==> src/rtl/srpp_pkg.sv <==
// Shared types and constants for the sensor response packet parser.
// Used by srpp_parser, srpp_out_buf and the top level; no dependencies.
package srpp_pkg;

    // Start word after reset: high byte first.
    localparam logic [15:0] SYNC_WORD_RESET = 16'hEF01;

    // The length field counts the two checksum bytes as well.
    localparam logic [15:0] LEN_OVERHEAD = 16'd2;

    // One result transaction toward the output channel.
    typedef struct packed {
        logic        frame_end;
        logic [7:0]  payload_byte;
        logic [15:0] payload_index;
        logic [7:0]  packet_type;
        logic        checksum_ok;
        logic [7:0]  last_confirmation;
    } t_result;

    // Occupancy of the output buffer.
    typedef struct packed {
        logic out_valid;
        logic skid_valid;
    } t_buf_status;

endpackage

==> src/rtl/sensor_response_packet_parser_top.sv <==
// Top level of the sensor response packet parser.
// Instantiates srpp_parser and srpp_out_buf; uses srpp_pkg.

// Parses the response frames of a serial sensor one received byte per
// transaction. It hunts for the two-byte start word (i_cfg_wr_data written
// with i_cfg_wr_en, high byte first, 0xEF01 after reset), skips
// ADDRESS_BYTES address bytes, then reads the packet type and the 16-bit
// big-endian length. Every payload byte (length minus two, none for a length
// of two or less) leaves as one result transaction with its index; after the
// two checksum bytes one end-of-frame transaction reports whether the 16-bit
// wrapping sum of type, length and payload matched. The first payload byte
// of a frame that passes becomes the last confirmation code. Rate: one byte
// every cycle while the skid stage is empty. The phase machine and checksum
// adder work combinationally; the result register, or the skid stage when
// that register is full, holds the result. i_valid/o_stall and o_valid/i_stall
// are valid/stall handshakes; a result register plus a one-entry skid stage
// let the input keep flowing while a result waits, and o_stall rises only
// when both are occupied. Write the start word only while no frame is in flight.
module sensor_response_packet_parser_top #(
    parameter int ADDRESS_BYTES = 4
) (
    input  logic        i_clk,
    input  logic        i_rst_n,
    // configuration
    input  logic        i_cfg_wr_en,
    input  logic [15:0] i_cfg_wr_data,
    // received byte channel
    input  logic        i_valid,
    output logic        o_stall,
    input  logic [7:0]  i_rx_byte,
    // result channel
    output logic        o_valid,
    input  logic        i_stall,
    output logic        o_frame_end,
    output logic [7:0]  o_payload_byte,
    output logic [15:0] o_payload_index,
    output logic [7:0]  o_packet_type,
    output logic        o_checksum_ok,
    output logic [7:0]  o_last_confirmation
);

    logic                  in_accept;
    logic                  res_valid;
    srpp_pkg::t_result     res;
    srpp_pkg::t_result     out_data;
    srpp_pkg::t_buf_status buf_status;

    // Take a byte whenever the skid stage has room.
    assign in_accept = i_valid && !buf_status.skid_valid;

    srpp_parser #(
        .ADDRESS_BYTES (ADDRESS_BYTES)
    ) u_parser (
        .i_clk         (i_clk),
        .i_rst_n       (i_rst_n),
        .i_cfg_wr_en   (i_cfg_wr_en),
        .i_cfg_wr_data (i_cfg_wr_data),
        .i_accept      (in_accept),
        .i_byte        (i_rx_byte),
        .o_res_valid   (res_valid),
        .o_res         (res)
    );

    srpp_out_buf u_out_buf (
        .i_clk       (i_clk),
        .i_rst_n     (i_rst_n),
        .i_push      (res_valid),
        .i_push_data (res),
        .i_stall     (i_stall),
        .o_data      (out_data),
        .o_status    (buf_status)
    );

    // Drive the ports from the result register.
    assign o_stall             = buf_status.skid_valid;
    assign o_valid             = buf_status.out_valid;
    assign o_frame_end         = out_data.frame_end;
    assign o_payload_byte      = out_data.payload_byte;
    assign o_payload_index     = out_data.payload_index;
    assign o_packet_type       = out_data.packet_type;
    assign o_checksum_ok       = out_data.checksum_ok;
    assign o_last_confirmation = out_data.last_confirmation;

`ifndef SYNTHESIS
    // The skid stage only fills behind an occupied result register.
    a_skid_behind_out: assert property (@(posedge i_clk) disable iff (!i_rst_n)
        o_stall |-> o_valid)
        else $error("skid stage full while result register empty");

    // Fields unused by each result kind stay zero.
    a_result_fields: assert property (@(posedge i_clk) disable iff (!i_rst_n)
        o_valid |-> (o_frame_end ? (o_payload_byte == 8'h00 && o_payload_index == 16'h0000)
                                 : !o_checksum_ok))
        else $error("unused result field not zero");

    // Reset empties both output stages.
    a_reset_empty: assert property (@(posedge i_clk)
        !i_rst_n |=> (!o_valid && !o_stall))
        else $error("output buffer not empty after reset");
`endif

endmodule

==> src/rtl/srpp_parser.sv <==
// Byte-level frame parser: phase machine, checksum and confirmation latch.
// Depends on srpp_pkg for the result type and constants.
module srpp_parser #(
    parameter int ADDRESS_BYTES = 4
) (
    input  logic              i_clk,
    input  logic              i_rst_n,
    input  logic              i_cfg_wr_en,
    input  logic [15:0]       i_cfg_wr_data,
    input  logic              i_accept,
    input  logic [7:0]        i_byte,
    output logic              o_res_valid,
    output srpp_pkg::t_result o_res
);

    typedef enum logic [3:0] {
        PH_HUNT_HI = 4'd0,
        PH_HUNT_LO = 4'd1,
        PH_ADDR    = 4'd2,
        PH_TYPE    = 4'd3,
        PH_LEN_HI  = 4'd4,
        PH_LEN_LO  = 4'd5,
        PH_DATA    = 4'd6,
        PH_CHK_HI  = 4'd7,
        PH_CHK_LO  = 4'd8
    } t_phase;

    localparam logic [15:0] ADDR_LAST = 16'(ADDRESS_BYTES);

    t_phase      r_phase, n_phase;
    logic [15:0] r_sync_word;
    logic [15:0] r_byte_count, n_byte_count;
    logic [15:0] r_payload_length, n_payload_length;
    logic [15:0] r_running_sum, n_running_sum;
    logic        r_high_match, n_high_match;
    logic [7:0]  r_type_seen, n_type_seen;
    logic [7:0]  r_frame_code, n_frame_code;
    logic [7:0]  r_confirmed_code, n_confirmed_code;

    logic [15:0] count_inc;
    logic [15:0] sum_add;
    logic [15:0] full_len;
    logic        chk_ok;

    assign count_inc = 16'(r_byte_count + 16'd1);
    assign sum_add   = 16'(r_running_sum + {8'h00, i_byte});
    assign full_len  = r_payload_length | {8'h00, i_byte};
    assign chk_ok    = r_high_match && (i_byte == r_running_sum[7:0]);

    always_comb begin
        n_phase          = r_phase;
        n_byte_count     = r_byte_count;
        n_payload_length = r_payload_length;
        n_running_sum    = r_running_sum;
        n_high_match     = r_high_match;
        n_type_seen      = r_type_seen;
        n_frame_code     = r_frame_code;
        n_confirmed_code = r_confirmed_code;
        o_res_valid      = 1'b0;
        o_res            = '{frame_end: 1'b0, payload_byte: 8'h00, payload_index: 16'h0000,
                             packet_type: r_type_seen, checksum_ok: 1'b0,
                             last_confirmation: r_confirmed_code};
        if (i_accept) begin
            unique case (r_phase)
                PH_HUNT_HI: begin
                    if (i_byte == r_sync_word[15:8]) n_phase = PH_HUNT_LO;
                end
                PH_HUNT_LO: begin
                    // A miss goes back to hunting; this byte is not retried.
                    if (i_byte == r_sync_word[7:0]) begin
                        n_phase      = PH_ADDR;
                        n_byte_count = 16'h0000;
                    end else begin
                        n_phase = PH_HUNT_HI;
                    end
                end
                PH_ADDR: begin
                    n_byte_count = count_inc;
                    if (count_inc >= ADDR_LAST) n_phase = PH_TYPE;
                end
                PH_TYPE: begin
                    n_type_seen   = i_byte;
                    n_running_sum = {8'h00, i_byte};
                    n_phase       = PH_LEN_HI;
                end
                PH_LEN_HI: begin
                    n_running_sum    = sum_add;
                    n_payload_length = {i_byte, 8'h00};
                    n_phase          = PH_LEN_LO;
                end
                PH_LEN_LO: begin
                    n_running_sum = sum_add;
                    // Clamp short lengths to an empty payload.
                    n_payload_length = (full_len > srpp_pkg::LEN_OVERHEAD)
                                     ? 16'(full_len - srpp_pkg::LEN_OVERHEAD) : 16'h0000;
                    n_byte_count = 16'h0000;
                    n_phase = (full_len > srpp_pkg::LEN_OVERHEAD) ? PH_DATA : PH_CHK_HI;
                end
                PH_DATA: begin
                    n_running_sum = sum_add;
                    if (r_byte_count == 16'h0000) n_frame_code = i_byte;
                    o_res_valid         = 1'b1;
                    o_res.payload_byte  = i_byte;
                    o_res.payload_index = r_byte_count;
                    n_byte_count        = count_inc;
                    if (count_inc >= r_payload_length) n_phase = PH_CHK_HI;
                end
                PH_CHK_HI: begin
                    n_high_match = (i_byte == r_running_sum[15:8]);
                    n_phase      = PH_CHK_LO;
                end
                PH_CHK_LO: begin
                    // Latch the confirmation code only for a good, non-empty frame.
                    if (chk_ok && (r_payload_length != 16'h0000)) n_confirmed_code = r_frame_code;
                    o_res_valid             = 1'b1;
                    o_res.frame_end         = 1'b1;
                    o_res.checksum_ok       = chk_ok;
                    o_res.last_confirmation = n_confirmed_code;
                    n_phase                 = PH_HUNT_HI;
                end
                default: begin
                    n_phase = PH_HUNT_HI;
                end
            endcase
        end
    end

    always_ff @(posedge i_clk) begin
        if (!i_rst_n) begin
            r_phase          <= PH_HUNT_HI;
            r_sync_word      <= srpp_pkg::SYNC_WORD_RESET;
            r_byte_count     <= 16'h0000;
            r_payload_length <= 16'h0000;
            r_running_sum    <= 16'h0000;
            r_high_match     <= 1'b0;
            r_type_seen      <= 8'h00;
            r_frame_code     <= 8'h00;
            r_confirmed_code <= 8'h00;
        end else begin
            r_phase          <= n_phase;
            r_byte_count     <= n_byte_count;
            r_payload_length <= n_payload_length;
            r_running_sum    <= n_running_sum;
            r_high_match     <= n_high_match;
            r_type_seen      <= n_type_seen;
            r_frame_code     <= n_frame_code;
            r_confirmed_code <= n_confirmed_code;
            if (i_cfg_wr_en) r_sync_word <= i_cfg_wr_data;
        end
    end

endmodule

==> src/rtl/srpp_out_buf.sv <==
// Result register with a one-entry skid stage behind it.
// Depends on srpp_pkg for the result and status types.
module srpp_out_buf (
    input  logic                  i_clk,
    input  logic                  i_rst_n,
    input  logic                  i_push,
    input  srpp_pkg::t_result     i_push_data,
    input  logic                  i_stall,
    output srpp_pkg::t_result     o_data,
    output srpp_pkg::t_buf_status o_status
);

    logic              r_out_valid;
    logic              r_skid_valid;
    srpp_pkg::t_result r_out_data;
    srpp_pkg::t_result r_skid_data;
    logic              pop;

    assign pop = r_out_valid && !i_stall;

    always_ff @(posedge i_clk) begin
        if (!i_rst_n) begin
            r_out_valid  <= 1'b0;
            r_skid_valid <= 1'b0;
        end else if (pop) begin
            if (r_skid_valid) begin
                // Advance the waiting transaction; no push while the skid is full.
                r_out_data   <= r_skid_data;
                r_skid_valid <= 1'b0;
            end else if (i_push) begin
                r_out_data <= i_push_data;
            end else begin
                r_out_valid <= 1'b0;
            end
        end else if (i_push) begin
            if (r_out_valid) begin
                r_skid_data  <= i_push_data;
                r_skid_valid <= 1'b1;
            end else begin
                r_out_data  <= i_push_data;
                r_out_valid <= 1'b1;
            end
        end
    end

    assign o_data              = r_out_data;
    assign o_status.out_valid  = r_out_valid;
    assign o_status.skid_valid = r_skid_valid;

endmodule
==> config.mk <==
export PLATFORM = sky130hd
export DESIGN_NAME = sensor_response_packet_parser_top
export DESIGN_NICKNAME = d
export VERILOG_FILES = /design/src/rtl/srpp_pkg.sv /design/src/rtl/sensor_response_packet_parser_top.sv /design/src/rtl/srpp_parser.sv /design/src/rtl/srpp_out_buf.sv
export SDC_FILE = /design/constraint.sdc
export NUM_CORES = 1
export LEC_CHECK = 0
export BUFFER_PORTS_ARGS = -buffer_cell sky130_fd_sc_hd__buf_4
export CAP_MARGIN = 20
export CORE_ASPECT_RATIO = 0.9
export CORE_MARGIN = 3
export CORE_UTILIZATION = 45
export DETAILED_ROUTE_END_ITERATION = 10
export PLACE_DENSITY_LB_ADDON = 0.1
export RECOVER_POWER = 50
export SYNTH_ARGS = -nofsm -noshare
export SYNTH_HDL_FRONTEND = slang
export SYNTH_SLANG_ARGS = --single-unit
==> constraint.sdc <==
create_clock -name i_clk -period 6.08 [get_ports i_clk]
set_input_delay 1.824 -clock i_clk [delete_from_list [all_inputs] [get_ports i_clk]]
set_output_delay 1.824 -clock i_clk [all_outputs]
set_load 0.01 [all_outputs]
==> results.cfg, run 1 <==
[worst_setup_path]
path_max_fanout = 25
worstReg2RegStart = u_parser.r_byte_count[0]$_SDFFE_PN0P_
r2r-end = u_parser.r_phase[0]$_SDFFE_PN0P_
cp.required_ns = 6.21
r2r_slack_ns = 2.13
reg2reg_depth = 14
crit_path_end_kind = flop
worstSetupStartpointType = primary input
cp_data_arrival_time_ns = 5.02
critPathKind = in -> reg

[sta]
fin_tns_setup_ns = 0
finClkSkew_ns = 0.01494
slew_headroom = -0.1189
tightestPinTransition_ns = 1.672
final.min_clock_period_ns = 4.884
drv_slew = 37
setup_viol = 0
hold_viol_final = 0
timing.final.crit_share = 0.8034
fmax_ghz = 0.2047
rsz0062_at_grt = no
fin_hold_ws_ns = 0.4702

[layout]
final_util = 0.5171
finalNonFillerCells = 1233
fill_cells = 1810
finish.net_count = 1027
area_growth_pct = 11.99
drive_gt1_frac = 0.08444
diodes = 0

[drt]
drtIter0Drc = 555
ant_nets = 0
vias_per_cell = 5.529
wl_met2_um = 9194
drc = 0
wirelength_um = 21950
routed-wl-met3_um = 1056
vias = 6817
dr.pass1.iters = 5
wl_met1_um = 11370
top_layer = met4
wl_per_cell_um = 17.80

[die]
die-area_um2 = 21570
pin_count = 73
fp.dieW_um = 154.5
rows = 48
die_height_um = 139.6
core_area_um2 = 19340
start_util = 0.4618

[global_route]
antenna_found_initial = 0
grt_pass1_vias = 6274
grt_pass1_wl_um = 35100
grt_overflow = 0
grt_max_degree = 74
gr-usage-all-layers = 0.2034

[clocking]
cts_sinks = 179
cts_max_level = 4
cts.path.max_buffers = 2
cts_resized = 0
cts-buffers-inserted = 17
cts.clk_slew.worst_paths_ns = 0.07
worstSkewPairLatency_ns = 0.44
cts_tree = done
cts-root-buf = clkbuf_16
postCtsHoldBufs = 0
post_cts_buffers = 0

[worst_hold_path]
whs_path_depth = 0
hp-class = reg -> reg
hp-start = u_parser.r_type_seen[3]$_SDFFE_PN0P_
hold_end = u_out_buf.r_skid_data[12]$_DFFE_PP_

[logic_synthesis]
netlist.area_leader.share = 0.2825
yosys.cell_types.count = 70
syn-mean-instance-area_um2 = 9.592
ys_ff_latch = 179
ys_warn_count = 0
netlist_area_um2 = 8930
synthCells = 931
syn_nets = 988
synth-seq-area-share = 0.4954
synth_top_cell_by_area = edfxtp_1
synthArstFlopShare = 0
netlist_top_cells_area = edfxtp_1, dfxtp_1, nor2_1
synth_ff_type = dfxtp_1
synth-edff-count = 84

[power]
powerDensity_nw_per_um2 = 243.6
total_power_mw = 2.436
vdd_drop_max_uv = 170.4
p_leak_nw = 3.780

[place]
place_inst = 1201
gp_congestion = 0.8597
dp_hpwl_um = 15150
port-buffer-count = 72

[status]
status = finished, violations left
violations = capacitance limit, slew limit

[run]
cap_viol_max_count = 2
## cells in the final DEF (no fill, tap or decap), types with 8 or more instances in the layout
master | synthesis | final
nor2_1 | 111 | 111
nand2_1 | 98 | 98
dfxtp_1 | 95 | 95
edfxtp_1 | 84 | 84
a21oi_1 | 64 | 65
clkbuf_1 | 33 | 50
inv_1 | 44 | 43
o21ai_0 | 42 | 42
mux2i_1 | 38 | 38
xor2_1 | 30 | 30
buf_4 | 2 | 29
a21o_1 | 27 | 27
ha_1 | 27 | 27
nor4_1 | 19 | 20
nor3_1 | 19 | 19
xnor2_1 | 17 | 17
clkbuf_16 | 0 | 17
nand3_1 | 16 | 16
and2_0 | 0 | 15
a211oi_1 | 14 | 14
nand2b_1 | 10 | 10
nand4_1 | 8 | 8
o21a_1 | 8 | 8
## how the worst max path moves through the flow
stage                                          start                             endpoint  depth (start not counted)
6_report                                     i_valid  u_out_buf.r_skid_data[37]$_DFFE_PP_                          8
2_1_floorplan                                i_valid        u_out_buf.o_data[0]$_DFFE_PP_                          4
4_1_cts        u_parser.r_byte_count[0]$_SDFFE_PN0P_     u_parser.r_phase[0]$_SDFFE_PN0P_                         14
3_3_place_gp                            i_rx_byte[2]        u_out_buf.o_data[3]$_DFFE_PP_                          7
5_1_grt                                      i_valid  u_out_buf.r_skid_data[32]$_DFFE_PP_                          8
3_5_place_dp                            i_rx_byte[7]        u_out_buf.o_data[3]$_DFFE_PP_                          7
## layout make-up
class / count / area (um2) / area share
clock buffer: 18 / 429.2 / 0.04291
clock inverter: 14 / 160.2 / 0.01601
inverter: 44 / 165.2 / 0.01651
multi-input combinational: 649 / 4088 / 0.4087
sequential: 179 / 4424 / 0.4424
tap: 250 / 312.8 / 0.03128
timing repair buffer: 79 / 421.7 / 0.04216
## worst max-delay path, cell delays in order
cell and delay [ns]:
clkbuf_1 0.14, nand2b_1 0.07, clkbuf_1 0.41, nor3_2 0.29
clkbuf_1 0.46, nor2_1 0.22, nor2_1 1.30, buf_12 0.29
## per-stage QoR
stage | area, um2 | worst slack (ns)
4_1_cts | 10200 | 2.146
6_report | 10000 | 1.196
5_1_grt | 10000 | 0.9377
3_3_place_gp | 9593 | 1.925
2_1_floorplan | 8936 | 1.319
3_5_place_dp | 9613 | 1.821
## sequential cells by signal (all words and copies together), names as in the netlist, 4 cells and up
name	flops
u_parser.r_frame_code	8
u_parser.r_running_sum	16
u_parser.r_sync_word	16
u_out_buf.o_data	42
u_parser.r_type_seen	8
u_parser.r_byte_count	16
u_parser.r_phase	4
u_parser.r_confirmed_code	8
u_out_buf.r_skid_data	42
u_parser.r_payload_length	16
## Yosys cell counts (18+ instances only)
master / count
nor3_1: 19
ha_1: 27
xor2_1: 30
mux2i_1: 38
o21ai_0: 42
a21o_1: 27
nor2_1: 111
a21oi_1: 64
and2_1: 18
inv_1: 44
buf_2: 18
clkbuf_1: 33
nor4_1: 19
dfxtp_1: 95
nand2_1: 98
edfxtp_1: 84
## report_power, final
part	internal, mW	switching (mW)	leakage (nW)
Combinational	0.0335	0.0552	2.02
Sequential	1.25	0.00578	1.48
Clock	0.552	0.536	0.280
Total	1.84	0.597	3.78
## layer usage
metal  up-vias  track usage
li1       3359            -
met1      3234       0.3176
met2       199       0.2858
met3        25      0.03700
met4         0      0.05994
met5         -            0
## cells by family after synthesis
| logic type | share of synthesized area |
|---|---|
| multiplexers | 0.04259 |
| flip-flops | 0.4954 |
| adder cells (fa/ha/maj) | 0.04007 |
| buffers and inverters | 0.04764 |
| AND/OR/NAND/NOR | 0.1922 |
| AO/OA/AOI/OAI | 0.1359 |
| XOR/XNOR | 0.04610 |
Power figures use the tool's default switching activity.
==> run 2: changes to the inputs <==
==> constraint.sdc (replaced) <==
create_clock -name i_clk -period 4.3 [get_ports i_clk]
set_input_delay 1.29 -clock i_clk [delete_from_list [all_inputs] [get_ports i_clk]]
set_output_delay 1.29 -clock i_clk [all_outputs]
set_load 0.01 [all_outputs]
==> run 2 against run 1 <==
The flow still finishes with violations (capacitance limit, slew limit). Combinational power increased by 39%. Sequential cell count unchanged. Register-to-register slack worse by 1.4 ns. Worst hold slack worse by 0.0064 ns. Critical path type unchanged.
==> results.cfg, run 2 (synthesis gave the netlist of run 1 again) <==
[status]
status = finished, violations left
violations = capacitance limit, slew limit

[sta]
fin_tns_setup_ns = 0
drv_slew = 46
slew_headroom = -0.1750
setup_viol = 0
setup_ws_ns = 0.4856
tightestPinTransition_ns = 1.746
hold_viol_final = 0
finClkSkew_ns = 0.01665
fmax_ghz = 0.2622
fin_hold_ws_ns = 0.4638
final.min_clock_period_ns = 3.814
timing.final.crit_share = 0.8871
rsz0062_at_grt = no

[die]
core_area_um2 = 19340
die_height_um = 139.6
rows = 48
fp.dieW_um = 154.5
start_util = 0.4618
pin_count = 73
die-area_um2 = 21570

[worst_setup_path]
r2r_slack_ns = 0.68
max_stage_delay_ns = 0.59
cp_cell_sequence = clkbuf_1, nand2b_1, clkbuf_1, nor3_1, clkbuf_1, nand2_1, nor3_4, mux2i_1, nor2_1
cp.required_ns = 4.59
r2r-end = u_parser.r_phase[0]$_SDFFE_PN0P_
reg2reg_depth = 15
critPathKind = in -> reg
crit_path_end_kind = flop
worstSetupStartpointType = primary input
path_delay_family = simple AND/OR/NAND/NOR gates
critPathMostFrequentCell = clkbuf_1
path_max_fanout = 22
worstReg2RegStart = u_parser.r_byte_count[0]$_SDFFE_PN0P_
crit_slowest_cell = clkbuf_1
cp_data_arrival_time_ns = 4.11
crit_buf_inv = 3

[clocking]
cts-root-buf = clkbuf_16
cts.path.max_buffers = 2
cts-buffers-inserted = 17
cts.clk_slew.worst_paths_ns = 0.08
postCtsHoldBufs = 0
cts_sinks = 179
post_cts_buffers = 0
worstSkewPairLatency_ns = 0.43
cts_max_level = 4
cts_tree = done
cts_resized = 0

[place]
dp_hpwl_um = 14940
port-buffer-count = 72
gp_congestion = 0.9038
dpl_worst_slack_ns = 0.6278

[drt]
vias = 6810
vias_per_cell = 5.501
wl_per_cell_um = 17.47
drc = 0
dr.pass1.iters = 5
ant_nets = 0
wirelength_um = 21630
drtIter0Drc = 499

[power]
vdd_drop_max_uv = 266.1
p_leak_nw = 3.870
powerDensity_nw_per_um2 = 344.2
total_power_mw = 3.446

[layout]
area_growth_pct = 12.11
diodes = 0
final_common_cell = nor2_1
drive_gt1_frac = 0.08704
finish.net_count = 1032
final_util = 0.5177
mostFrequentLayoutCells = nor2_1, nand2_1, dfxtp_1, edfxtp_1, a21oi_1

[global_route]
antenna_found_initial = 0
groute.layer.met3.usage = 0.04633
use_met1 = 0.3180
grt_max_degree = 74
grt_pass1_wl_um = 34890
grt_pass1_vias = 6251
gr-usage-all-layers = 0.2026
grt_most_used_layer = met1
grt_overflow = 0
met2_usage = 0.2787

[worst_hold_path]
hold_end = u_out_buf.r_skid_data[9]$_DFFE_PP_
whs_path_depth = 0
hp-start = u_parser.r_type_seen[0]$_SDFFE_PN0P_
hp-class = reg -> reg

[run]
cap_viol_max_count = 2
-- run 2: cell types whose count changed in the layout (fill, tap and decap cells not counted), sizes merged --
cell	change
buf	+3
clkbuf	+2
clkinvlp	-1
inv	+1
-- run 2: report_power, final --
part,total (mW),switching (mW),internal [mW]
Combinational,0.123,0.0761,0.0470
Sequential,1.78,0.00887,1.77
Clock,1.54,0.756,0.785
-- run 2: worst max-delay path by stage --
stage                                                from                                     to  slack, ns  cells after the start
finish                                            i_valid  u_parser.r_frame_code[0]$_SDFFE_PN0P_       0.49                      9
global route                                      i_valid  u_parser.r_frame_code[2]$_SDFFE_PN0P_       0.26                      9
CTS                 u_parser.r_byte_count[0]$_SDFFE_PN0P_       u_parser.r_phase[0]$_SDFFE_PN0P_       0.73                     15
detailed placement                           i_rx_byte[2]          u_out_buf.o_data[0]$_DFFE_PP_       0.63                      7
global placement                             i_rx_byte[7]          u_out_buf.o_data[4]$_DFFE_PP_       0.71                      7
floorplan                                         i_valid          u_out_buf.o_data[0]$_DFFE_PP_       0.07                      4
-- run 2: routing by layer --
metal,up-vias,part of all wire
met4,0,0.018
met2,195,0.41
met5,-,0
met1,3210,0.52
met3,27,0.058
li1,3378,-
-- run 2: final cells by class --
type                    instances  area (um2)
clock inverters                14       163.9
clock buffers                  18       429.2
repair buffers                 84       439.2
inverters                      44       165.2
well taps                     250       312.8
flip-flops and latches        179        4424
multi-input cells             649        4076
fillers                      1819        9328
-- run 2: worst reg2reg max path: stages (launching register included) --
cell       delay [ns]
dfxtp_1          0.51
ha_1             0.33
nand3_1          0.17
nor2_1           0.13
buf_4            0.15
nand4_1          0.11
xor2_1           0.25
inv_1            0.07
ha_1             0.31
a21oi_1          0.16
nand2_1          0.07
a2111o_1         0.40
a211oi_1         0.27
a311o_1          0.31
a2111oi_4        0.07
o21a_1           0.21
-- run 2: metrics by stage --
| step | area [um2] | cells |
|---|---|---|
| floorplan | 8936 | 931 |
| detailed placement | 9638 | 1206 |
| finish | 10010 | 1238 |
| global placement | 9638 | 1206 |
| CTS | 10230 | 1238 |
| global route | 10010 | 1238 |
